===== src/hw/rtl/pplsv_pkg.sv =====
// shared types, codes and constants of the ping/pong link supervisor
package pplsv_pkg;

    // request kinds carried on s_tuser
    localparam logic [2:0] REQ_TICK  = 3'd0;
    localparam logic [2:0] REQ_PONG  = 3'd1;
    localparam logic [2:0] REQ_PING  = 3'd2;
    localparam logic [2:0] REQ_RANGE = 3'd3;
    localparam logic [2:0] REQ_FAIL  = 3'd4;

    // event kinds carried on m_tuser
    localparam logic [2:0] EV_HELLO   = 3'd0;
    localparam logic [2:0] EV_PING    = 3'd1;
    localparam logic [2:0] EV_PONG    = 3'd2;
    localparam logic [2:0] EV_TIMEOUT = 3'd3;
    localparam logic [2:0] EV_DONE    = 3'd4;
    localparam logic [2:0] EV_REJECT  = 3'd5;

    // configuration register indexes
    localparam logic [2:0] CFG_NODE_ID   = 3'd0;
    localparam logic [2:0] CFG_BCAST_ID  = 3'd1;
    localparam logic [2:0] CFG_AUTO_PING = 3'd2;
    localparam logic [2:0] CFG_TIMEOUT   = 3'd3;
    localparam logic [2:0] CFG_BEACON    = 3'd4;
    localparam logic [2:0] CFG_MAX_HOPS  = 3'd5;

    // configuration reset values
    localparam logic [31:0] RST_NODE_ID   = 32'd0;
    localparam logic [31:0] RST_BCAST_ID  = 32'hFFFF_FFFF;
    localparam logic [31:0] RST_AUTO_PING = 32'd0;
    localparam logic [31:0] RST_TIMEOUT   = 32'd3000;
    localparam logic [31:0] RST_BEACON    = 32'd0;
    localparam logic [7:0]  RST_MAX_HOPS  = 8'd1;

    // multi-hop floors
    localparam logic [31:0] MIN_AUTO_MULTIHOP    = 32'd3200;
    localparam logic [31:0] MIN_TIMEOUT_MULTIHOP = 32'd4500;

    // result queue geometry
    localparam int QDEPTH = 4;
    localparam int QAW    = $clog2(QDEPTH);

    // one result item
    typedef struct packed {
        logic [2:0]  ev;
        logic [31:0] seq;
        logic [31:0] rtt;
        logic [15:0] sent;
    } res_t;

    // the results of one input item: one or two
    typedef struct packed {
        logic two;
        res_t r0;
        res_t r1;
    } entry_t;

    function automatic res_t mk_res(logic [2:0] ev, logic [31:0] seq, logic [31:0] rtt,
                                    logic [15:0] sent);
        res_t r;
        r.ev   = ev;
        r.seq  = seq;
        r.rtt  = rtt;
        r.sent = sent;
        return r;
    endfunction

endpackage


===== src/hw/rtl/pplsv_front.sv =====
// front end: configuration, link state and event generation per input item
module pplsv_front (
    input  logic                aclk,
    input  logic                aresetn,
    input  logic                cfg_valid,
    input  logic [2:0]          cfg_index,
    input  logic [31:0]         cfg_data,
    input  logic                in_valid,
    input  logic                in_ready,
    input  logic [2:0]          req_type,
    input  logic [31:0]         dest_id,
    input  logic [31:0]         pong_timestamp,
    input  logic [15:0]         range_count,
    output logic                push,
    output pplsv_pkg::entry_t   entry
);

    logic [31:0] node_id_reg, bcast_id_reg, auto_ping_reg, timeout_reg, beacon_reg;
    logic [7:0]  max_hops_reg;

    logic [31:0] now_reg, now_next;
    logic        waiting_reg, waiting_next;
    logic [31:0] ping_number_reg, ping_number_next;
    logic [31:0] ping_time_reg, ping_time_next;
    logic [31:0] hello_number_reg, hello_number_next;
    logic [31:0] hello_time_reg, hello_time_next;
    logic [31:0] auto_time_reg, auto_time_next;
    logic        range_active_reg, range_active_next;
    logic [15:0] range_total_reg, range_total_next;
    logic [15:0] range_sent_reg, range_sent_next;

    logic        acc, multi, hello_due, auto_due, to_due, pong_ok, adv_ping, has;
    logic [31:0] now_inc, eff_auto, eff_to, ping_inc, adv_time;
    logic [15:0] sent_inc;
    pplsv_pkg::res_t res0, res1;

    // configuration writes
    always_ff @(posedge aclk) begin
        if (!aresetn) begin
            node_id_reg   <= pplsv_pkg::RST_NODE_ID;
            bcast_id_reg  <= pplsv_pkg::RST_BCAST_ID;
            auto_ping_reg <= pplsv_pkg::RST_AUTO_PING;
            timeout_reg   <= pplsv_pkg::RST_TIMEOUT;
            beacon_reg    <= pplsv_pkg::RST_BEACON;
            max_hops_reg  <= pplsv_pkg::RST_MAX_HOPS;
        end else if (cfg_valid) begin
            unique case (cfg_index)
                pplsv_pkg::CFG_NODE_ID:   node_id_reg   <= cfg_data;
                pplsv_pkg::CFG_BCAST_ID:  bcast_id_reg  <= cfg_data;
                pplsv_pkg::CFG_AUTO_PING: auto_ping_reg <= cfg_data;
                pplsv_pkg::CFG_TIMEOUT:   timeout_reg   <= cfg_data;
                pplsv_pkg::CFG_BEACON:    beacon_reg    <= cfg_data;
                pplsv_pkg::CFG_MAX_HOPS:  max_hops_reg  <= cfg_data[7:0];
                default: ;
            endcase
        end
    end

    // shared terms: effective periods and due checks
    always_comb begin
        acc       = in_valid && in_ready;
        now_inc   = now_reg + 32'd1;
        multi     = max_hops_reg > 8'd1;
        eff_auto  = (multi && auto_ping_reg != 32'd0
                     && auto_ping_reg < pplsv_pkg::MIN_AUTO_MULTIHOP)
                    ? pplsv_pkg::MIN_AUTO_MULTIHOP : auto_ping_reg;
        eff_to    = (multi && timeout_reg < pplsv_pkg::MIN_TIMEOUT_MULTIHOP)
                    ? pplsv_pkg::MIN_TIMEOUT_MULTIHOP : timeout_reg;
        sent_inc  = (range_sent_reg == 16'hFFFF) ? range_sent_reg : range_sent_reg + 16'd1;
        ping_inc  = ping_number_reg + 32'd1;
        adv_ping  = range_active_reg && (range_sent_reg < range_total_reg);
        hello_due = (beacon_reg != 32'd0) && ((now_inc - hello_time_reg) >= beacon_reg);
        auto_due  = (eff_auto != 32'd0) && !range_active_reg
                    && ((now_inc - auto_time_reg) >= eff_auto);
        to_due    = (now_inc - ping_time_reg) > eff_to;
        pong_ok   = waiting_reg && (dest_id == node_id_reg || dest_id == bcast_id_reg);
        adv_time  = (req_type == pplsv_pkg::REQ_TICK) ? now_inc : now_reg;
    end

    // next state and results of the current item
    always_comb begin
        now_next          = now_reg;
        waiting_next      = waiting_reg;
        ping_number_next  = ping_number_reg;
        ping_time_next    = ping_time_reg;
        hello_number_next = hello_number_reg;
        hello_time_next   = hello_time_reg;
        auto_time_next    = auto_time_reg;
        range_active_next = range_active_reg;
        range_total_next  = range_total_reg;
        range_sent_next   = range_sent_reg;
        res0              = '0;
        res1              = '0;
        has               = 1'b0;
        entry.two         = 1'b0;
        unique case (req_type)
            pplsv_pkg::REQ_TICK: begin
                now_next = now_inc;
                if (waiting_reg) begin
                    if (to_due) begin
                        waiting_next = 1'b0;
                        has          = 1'b1;
                        res0 = pplsv_pkg::mk_res(pplsv_pkg::EV_TIMEOUT, ping_number_reg,
                                                 32'd0, range_sent_reg);
                    end
                end else begin
                    if (hello_due) begin
                        hello_time_next   = now_inc;
                        hello_number_next = hello_number_reg + 32'd1;
                        has               = 1'b1;
                        res0 = pplsv_pkg::mk_res(pplsv_pkg::EV_HELLO,
                                                 hello_number_reg + 32'd1, 32'd0,
                                                 range_sent_reg);
                    end
                    if (auto_due) begin
                        auto_time_next   = now_inc;
                        ping_number_next = ping_inc;
                        ping_time_next   = now_inc;
                        waiting_next     = 1'b1;
                        if (hello_due) begin
                            entry.two = 1'b1;
                            res1 = pplsv_pkg::mk_res(pplsv_pkg::EV_PING, ping_inc, 32'd0,
                                                     range_sent_reg);
                        end else begin
                            has  = 1'b1;
                            res0 = pplsv_pkg::mk_res(pplsv_pkg::EV_PING, ping_inc, 32'd0,
                                                     range_sent_reg);
                        end
                    end
                end
            end
            pplsv_pkg::REQ_PONG: begin
                has = 1'b1;
                if (pong_ok) begin
                    waiting_next = 1'b0;
                    res0 = pplsv_pkg::mk_res(pplsv_pkg::EV_PONG, ping_number_reg,
                                             now_reg - pong_timestamp, range_sent_reg);
                end else begin
                    res0 = pplsv_pkg::mk_res(pplsv_pkg::EV_REJECT, 32'd0, 32'd0,
                                             range_sent_reg);
                end
            end
            pplsv_pkg::REQ_PING: begin
                has = 1'b1;
                if (waiting_reg) begin
                    res0 = pplsv_pkg::mk_res(pplsv_pkg::EV_REJECT, 32'd0, 32'd0,
                                             range_sent_reg);
                end else begin
                    ping_number_next = ping_inc;
                    ping_time_next   = now_reg;
                    waiting_next     = 1'b1;
                    range_sent_next  = range_active_reg ? sent_inc : range_sent_reg;
                    res0 = pplsv_pkg::mk_res(pplsv_pkg::EV_PING, ping_inc, 32'd0,
                                             range_active_reg ? sent_inc : range_sent_reg);
                end
            end
            pplsv_pkg::REQ_RANGE: begin
                has = 1'b1;
                if (range_active_reg) begin
                    res0 = pplsv_pkg::mk_res(pplsv_pkg::EV_REJECT, 32'd0, 32'd0,
                                             range_sent_reg);
                end else begin
                    range_active_next = 1'b1;
                    range_total_next  = range_count;
                    range_sent_next   = 16'd1;
                    ping_number_next  = ping_inc;
                    ping_time_next    = now_reg;
                    waiting_next      = 1'b1;
                    res0 = pplsv_pkg::mk_res(pplsv_pkg::EV_PING, ping_inc, 32'd0, 16'd1);
                end
            end
            pplsv_pkg::REQ_FAIL: begin
                waiting_next = 1'b0;
            end
            default: ;
        endcase

        // range test step after a pong or timeout ends a wait
        if (((req_type == pplsv_pkg::REQ_TICK && waiting_reg && to_due)
             || (req_type == pplsv_pkg::REQ_PONG && pong_ok)) && range_active_reg) begin
            entry.two = 1'b1;
            if (adv_ping) begin
                ping_number_next = ping_inc;
                ping_time_next   = adv_time;
                waiting_next     = 1'b1;
                range_sent_next  = sent_inc;
                res1 = pplsv_pkg::mk_res(pplsv_pkg::EV_PING, ping_inc, 32'd0, sent_inc);
            end else begin
                range_active_next = 1'b0;
                res1 = pplsv_pkg::mk_res(pplsv_pkg::EV_DONE, ping_number_reg, 32'd0,
                                         range_sent_reg);
            end
        end

        entry.r0 = res0;
        entry.r1 = res1;
        push     = acc && has;
    end

    // link state registers
    always_ff @(posedge aclk) begin
        if (!aresetn) begin
            now_reg          <= '0;
            waiting_reg      <= 1'b0;
            ping_number_reg  <= '0;
            ping_time_reg    <= '0;
            hello_number_reg <= '0;
            hello_time_reg   <= '0;
            auto_time_reg    <= '0;
            range_active_reg <= 1'b0;
            range_total_reg  <= '0;
            range_sent_reg   <= '0;
        end else if (acc) begin
            now_reg          <= now_next;
            waiting_reg      <= waiting_next;
            ping_number_reg  <= ping_number_next;
            ping_time_reg    <= ping_time_next;
            hello_number_reg <= hello_number_next;
            hello_time_reg   <= hello_time_next;
            auto_time_reg    <= auto_time_next;
            range_active_reg <= range_active_next;
            range_total_reg  <= range_total_next;
            range_sent_reg   <= range_sent_next;
        end
    end

    // a new wait always comes with a ping sent event
    assert property (@(posedge aclk) disable iff (!aresetn)
        $rose(waiting_reg) |-> $past(push && (entry.r0.ev == pplsv_pkg::EV_PING
                                              || entry.r1.ev == pplsv_pkg::EV_PING)))
        else $error("wait started without a ping sent event");

    // ping numbers only step by one
    assert property (@(posedge aclk) disable iff (!aresetn)
        (ping_number_reg != $past(ping_number_reg))
            |-> (ping_number_reg == $past(ping_number_reg) + 32'd1))
        else $error("ping number jumped");

endmodule


===== src/hw/rtl/pplsv_queue.sv =====
// short queue of per-item result groups between front and back
module pplsv_queue (
    input  logic                aclk,
    input  logic                aresetn,
    input  logic                push,
    input  pplsv_pkg::entry_t   wr_entry,
    output logic                full,
    input  logic                pop,
    output logic                empty,
    output pplsv_pkg::entry_t   head
);

    pplsv_pkg::entry_t            slots_reg [pplsv_pkg::QDEPTH];
    logic [pplsv_pkg::QAW-1:0]    wr_ptr_reg, rd_ptr_reg;
    logic [pplsv_pkg::QAW:0]      count_reg, count_next;

    // status and head read
    always_comb begin
        full  = (count_reg == (pplsv_pkg::QAW+1)'(pplsv_pkg::QDEPTH));
        empty = (count_reg == '0);
        head  = slots_reg[rd_ptr_reg];
        count_next = count_reg + (pplsv_pkg::QAW+1)'(push) - (pplsv_pkg::QAW+1)'(pop);
    end

    // storage
    always_ff @(posedge aclk) begin
        if (push) begin
            slots_reg[wr_ptr_reg] <= wr_entry;
        end
    end

    // pointers and fill count
    always_ff @(posedge aclk) begin
        if (!aresetn) begin
            wr_ptr_reg <= '0;
            rd_ptr_reg <= '0;
            count_reg  <= '0;
        end else begin
            if (push) begin
                wr_ptr_reg <= wr_ptr_reg + (pplsv_pkg::QAW)'(1);
            end
            if (pop) begin
                rd_ptr_reg <= rd_ptr_reg + (pplsv_pkg::QAW)'(1);
            end
            count_reg <= count_next;
        end
    end

    // no overflow and no underflow
    assert property (@(posedge aclk) disable iff (!aresetn)
        !(full && push) && !(empty && pop))
        else $error("result queue overflow or underflow");

endmodule


===== src/hw/rtl/pplsv_back.sv =====
// back end: splits result groups into single transactions on the output register
module pplsv_back (
    input  logic                aclk,
    input  logic                aresetn,
    input  logic                empty,
    input  pplsv_pkg::entry_t   head,
    output logic                pop,
    output logic                m_tvalid,
    input  logic                m_tready,
    output logic [79:0]         m_tdata,
    output logic [2:0]          m_tuser,
    output logic                m_tlast
);

    logic            valid_reg, valid_next;
    logic            sel_reg, sel_next;
    pplsv_pkg::res_t res_reg, res_next;
    logic            last_reg, last_next;
    logic            load;

    // load the next result whenever the output register frees up
    always_comb begin
        load       = !empty && (!valid_reg || m_tready);
        valid_next = valid_reg;
        sel_next   = sel_reg;
        res_next   = res_reg;
        last_next  = last_reg;
        pop        = 1'b0;
        if (load) begin
            valid_next = 1'b1;
            res_next   = sel_reg ? head.r1 : head.r0;
            last_next  = sel_reg || !head.two;
            if (sel_reg || !head.two) begin
                pop      = 1'b1;
                sel_next = 1'b0;
            end else begin
                sel_next = 1'b1;
            end
        end else if (m_tready) begin
            valid_next = 1'b0;
        end
    end

    always_ff @(posedge aclk) begin
        if (!aresetn) begin
            valid_reg <= 1'b0;
            sel_reg   <= 1'b0;
        end else begin
            valid_reg <= valid_next;
            sel_reg   <= sel_next;
        end
    end

    always_ff @(posedge aclk) begin
        res_reg  <= res_next;
        last_reg <= last_next;
    end

    // output port drive
    always_comb begin
        m_tvalid = valid_reg;
        m_tdata  = {res_reg.sent, res_reg.rtt, res_reg.seq};
        m_tuser  = res_reg.ev;
        m_tlast  = last_reg;
    end

    // a first result on show means its partner is next from the queue head
    assert property (@(posedge aclk) disable iff (!aresetn)
        (valid_reg && !last_reg) |-> (sel_reg && !empty))
        else $error("second result of a group lost");

endmodule


===== src/hw/rtl/ping_pong_link_supervisor.sv =====
// top level of the ping/pong link supervisor
// Takes one request per cycle while s_tready is high (tick, pong, ping command,
// range test, send failure) and answers with zero, one or two event transactions,
// the final one of each request marked by m_tlast. A request is handled in the
// cycle it is taken; its events pass through the queue into the output register
// and leave one per cycle while m_tready is high, so the output register sets the
// sustained rate: one request per cycle while each gives at most one event, and a
// request with two events holds it for both. A four-group queue between the
// request logic and the output register absorbs stalls on the event side;
// s_tready falls only once four groups are waiting. Configuration writes are
// always taken and belong in idle periods. No clearing pass after reset.
module ping_pong_link_supervisor (
    input  logic        aclk,
    input  logic        aresetn,
    // configuration write channel
    input  logic        cfg_valid,
    output logic        cfg_ready,
    input  logic [2:0]  cfg_index,
    input  logic [31:0] cfg_data,
    // request channel
    input  logic        s_tvalid,
    output logic        s_tready,
    input  logic [79:0] s_tdata,   // dest_id[31:0], pong_timestamp[63:32], range_count[79:64]
    input  logic [2:0]  s_tuser,   // req_type[2:0]
    // event channel
    output logic        m_tvalid,
    input  logic        m_tready,
    output logic [79:0] m_tdata,   // seq[31:0], rtt_ms[63:32], sent_count[79:64]
    output logic [2:0]  m_tuser,   // event_res[2:0]
    output logic        m_tlast
);

    logic              push, full, pop, empty;
    pplsv_pkg::entry_t wr_entry, head;

    assign cfg_ready = 1'b1;
    assign s_tready  = !full;

    pplsv_front u_front (
        .aclk           (aclk),
        .aresetn        (aresetn),
        .cfg_valid      (cfg_valid),
        .cfg_index      (cfg_index),
        .cfg_data       (cfg_data),
        .in_valid       (s_tvalid),
        .in_ready       (s_tready),
        .req_type       (s_tuser),
        .dest_id        (s_tdata[31:0]),
        .pong_timestamp (s_tdata[63:32]),
        .range_count    (s_tdata[79:64]),
        .push           (push),
        .entry          (wr_entry)
    );

    pplsv_queue u_queue (
        .aclk     (aclk),
        .aresetn  (aresetn),
        .push     (push),
        .wr_entry (wr_entry),
        .full     (full),
        .pop      (pop),
        .empty    (empty),
        .head     (head)
    );

    pplsv_back u_back (
        .aclk     (aclk),
        .aresetn  (aresetn),
        .empty    (empty),
        .head     (head),
        .pop      (pop),
        .m_tvalid (m_tvalid),
        .m_tready (m_tready),
        .m_tdata  (m_tdata),
        .m_tuser  (m_tuser),
        .m_tlast  (m_tlast)
    );

endmodule

===== config.mk =====
export PLATFORM = sky130hd
export DESIGN_NAME = ping_pong_link_supervisor
export DESIGN_NICKNAME = d
export VERILOG_FILES = /design/src/hw/rtl/pplsv_pkg.sv /design/src/hw/rtl/pplsv_front.sv /design/src/hw/rtl/pplsv_queue.sv /design/src/hw/rtl/pplsv_back.sv /design/src/hw/rtl/ping_pong_link_supervisor.sv
export SDC_FILE = /design/constraint.sdc
export NUM_CORES = 2
export LEC_CHECK = 0
export ABC_AREA = 1
export ABC_CLOCK_PERIOD_IN_PS = 28100
export BUFFER_PORTS_ARGS = -buffer_cell sky130_fd_sc_hd__buf_4
export CAP_MARGIN = 30
export CORE_MARGIN = 4
export CORE_UTILIZATION = 50
export CTS_BUF_LIST = sky130_fd_sc_hd__clkbuf_4 sky130_fd_sc_hd__clkbuf_8 sky130_fd_sc_hd__clkbuf_16
export CTS_CLUSTER_DIAMETER = 100
export DETAILED_ROUTE_END_ITERATION = 7
export PLACE_DENSITY = 0.67
export SKIP_LAST_GASP = 1
export SLEW_MARGIN = 15
export SYNTH_ARGS = -nofsm -noshare
export SYNTH_HDL_FRONTEND = slang
export SYNTH_SLANG_ARGS = --single-unit

===== constraint.sdc =====
create_clock -name aclk -period 28.1 [get_ports aclk]
set_input_delay 5.62 -clock aclk [delete_from_list [all_inputs] [get_ports aclk]]
set_output_delay 5.62 -clock aclk [all_outputs]
set_load 0.03 [all_outputs]

==> qor.csv <==
stage,metric,value,unit
min_path,min_from,u_queue.rd_ptr_reg[1],
floorplan,fp-row-count,123,
routing,drtPass1Iterations,8,
cells_and_area,fin_nets,7479,
cells_and_area,fillers,10400,
run,maxCapViolCount,0,
logic_synthesis,yosys_warnings,0,
floorplan,dieArea,120000,µm²
grt,track_usage,0.292,
floorplan,core,113000,µm²
worst_setup_path,critPathKind,reg -> reg,
sta,post-route-period-util,0.308,
logic_synthesis,synth-async-reset-ratio,0,
floorplan,initial_core_util,0.506,
sta,fin_crit,8.65,ns
cts,cts_buffers,108,
cts,clk_path_buf_depth,3,
power,worst_ir_drop_vdd,107,µV
grt,grt-ovfl-total,0,
sta,final-hold-violation-count,0,
worst_setup_path,cpMostUsedCell,nand2_1,
cts,cts_tree,yes,
logic_synthesis,synth_cell_types,65,
grt,grt_pass1_wl,277,mm
cts,postCtsSetupBuffers,0,
sta,slew_violations,0,
place,place.gp.congestion,0.940,
logic_synthesis,synth_nets,7450,
routing,vias_per_cell,5.78,
cts,cts_num_sinks,1024,
logic_synthesis,yosys_most_used_dff,edfxtp_1,
worst_setup_path,max_stage_delay,0.85,ns
place,place_hpwl,125,mm
routing,wl_per_cell,20.9,µm
cts,cts.hold.buffers_added,0,
logic_synthesis,synth.top_cells.by_area,"edfxtp_1 33%, dfxtp_1 14%, o21ai_0 7.5%",
logic_synthesis,yosysTopAreaCell,edfxtp_1,
worst_setup_path,r2r_end,u_queue.slots_reg[2][115],
routing,drc_errors,0,
logic_synthesis,synthTopCellsByCount,"1,090 x nand2_1, 930 x nor2_1, 860 x o21ai_0",
routing,routed-via-count,50300,
worst_setup_path,cp.arrival,8.95,ns
power,power.leakage,25.4,nW
cells_and_area,largest_register_ffs,536,
cts,cts_max_level,3,
worst_setup_path,cp.required,28.40,ns
cells_and_area,layoutNonFillerInstCount,8697,
sta,fin_ws,19.45,ns
logic_synthesis,syn_inst,7075,
grt,first_global_vias,47000,
worst_setup_path,crit_path_end_kind,flip-flop,
logic_synthesis,yosysMostFrequentCell,nand2_1,
logic_synthesis,synth_edf_count,620,
power,power.total,5.98,mW
sta,rsz0062_at_grt,no,
logic_synthesis,avgSynthCellArea,8.07,µm²
worst_setup_path,reg2reg_depth,29,
power,p_per_area,93.8,nW/µm²
worst_setup_path,rrSetupSlack,19.45,ns
min_path,hp-class,reg -> reg,
sta,timing.slew.headroom,0.339,
cts,post_cts_resized,0,
floorplan,io_pins,210,
logic_synthesis,ys_seq_area_frac,0.467,
worst_setup_path,crit_slowest_cell,buf_4,
routing,drt_iter0_markers,5836,
worst_setup_path,reg2reg_from,u_front.now_reg[2],
sta,finalClockSkew,0.0609,ns
cts,cts-root-buf,clkbuf_16,
grt,grt_start_max_net_pins,210,
worst_setup_path,cp_max_fo,56,
sta,fin_tns_setup,0,ns
min_path,hold_depth,2,
run_status,status,"finished, final reports clean",
worst_setup_path,start_kind,flip-flop,
sta,finalSetupViolations,0,
floorplan,fp.dieH,346,µm
logic_synthesis,synth_top_area_frac,0.326,
cts,clock_latency,0.74,ns
place,io_buffers,208,
sta,tightest_slew,0.991,ns
place,place_ws,18.82,ns
sta,fmax,116,MHz
logic_synthesis,syn_area,57100,µm²
routing,antenna_left,0,
cells_and_area,drive_gt1_frac,0.0785,
place,placedCellCount,8486,
floorplan,chipWidth,346,µm
routing,wirelength,182,mm
grt,antenna_found_initial,1,
logic_synthesis,ys_ff_latch,1024,
cts,clk_pin_slew,0.06,ns
cells_and_area,area_growth,11.6,%
metal layers:
metal  GRT usage  part of all wire
met5           0                 0
met4       0.104             0.039
met3      0.0489             0.081
met2       0.476              0.46
met1       0.395              0.42
how the worst max path moves through the flow:
stage                           endpoint  slack, ns  cells past startpoint               start
2_1_floorplan    u_queue.slots_reg[0][0]      15.86                      4            s_tvalid
3_3_place_gp    u_queue.slots_reg[0][48]      18.90                     14         s_tdata[28]
4_1_cts        u_queue.slots_reg[2][115]      19.37                     29  u_front.now_reg[2]
5_1_grt        u_queue.slots_reg[2][115]      18.75                     29  u_front.now_reg[2]
6_report       u_queue.slots_reg[2][115]      19.45                     29  u_front.now_reg[2]
3_5_place_dp    u_queue.slots_reg[1][55]      18.82                     14         s_tdata[28]
through the flow:
stage | hold slack [ns] | util | instance area (µm²)
final | 0.454 | 0.564 | 63700
after global routing | 0.470 | 0.564 | 63700
after CTS | 0.459 | 0.563 | 63600
after detailed placement | 0.448 | 0.528 | 59700
after global placement | 0.438 | 0.527 | 59600
after floorplan | 0.430 | - | 57100
area by class of cell:
type	instances	area, µm²	area share
clock inverters	58	840	0.0132
inverters	765	2890	0.0453
flip-flops and latches	1024	26700	0.419
repair buffers	284	2320	0.0364
multi-input cells	4921	26000	0.408
clock buffers	144	3080	0.0483
diodes	1	2.50	0.0000393
well taps	1500	1880	0.0294
worst max-delay path, delay by kind of cell, from the launching register on:
kind            cells  cell delay (ns)
simple gates       19             4.10
buf+inv             4             1.41
compound gates      3             0.83
fa+ha+maj           2             0.74
flops               1             0.56
xor+xnor            1             0.47
power breakdown:
| group | switching [mW] | internal [mW] |
|---|---|---|
| Clock | 0.630 | 0.915 |
| Combinational | 1.71 | 0.786 |
| Sequential | 0.119 | 1.82 |
| Total | 2.46 | 3.52 |
cells in the final DEF, fill, tap and decap left out, types with 176 or more instances in the layout:
master | netlist | routed
a21oi_1 | 621 | 620
buf_4 | 12 | 273
dfxtp_1 | 404 | 402
edfxtp_1 | 620 | 620
ha_1 | 247 | 247
inv_1 | 743 | 737
nand2_1 | 1090 | 1087
nand3_1 | 229 | 229
nand4_1 | 176 | 176
nor2_1 | 930 | 924
o21ai_0 | 860 | 860
cells by family (layout without fill, tap and decap cells):
group / Yosys count / in the layout / synth area share
adder cells (fa/ha/maj): 252 / 252 / 0.0559
AO/OA/AOI/OAI: 1848 / 1848 / 0.173
AND/OR/NAND/NOR: 2593 / 2593 / 0.191
flip-flops: 1024 / 1024 / 0.467
XOR/XNOR: 227 / 227 / 0.0348
buffers and inverters: 1130 / 1251 / 0.0781
other: 1 / 2 / 0.0000656
(Power assumes the default switching activity.)
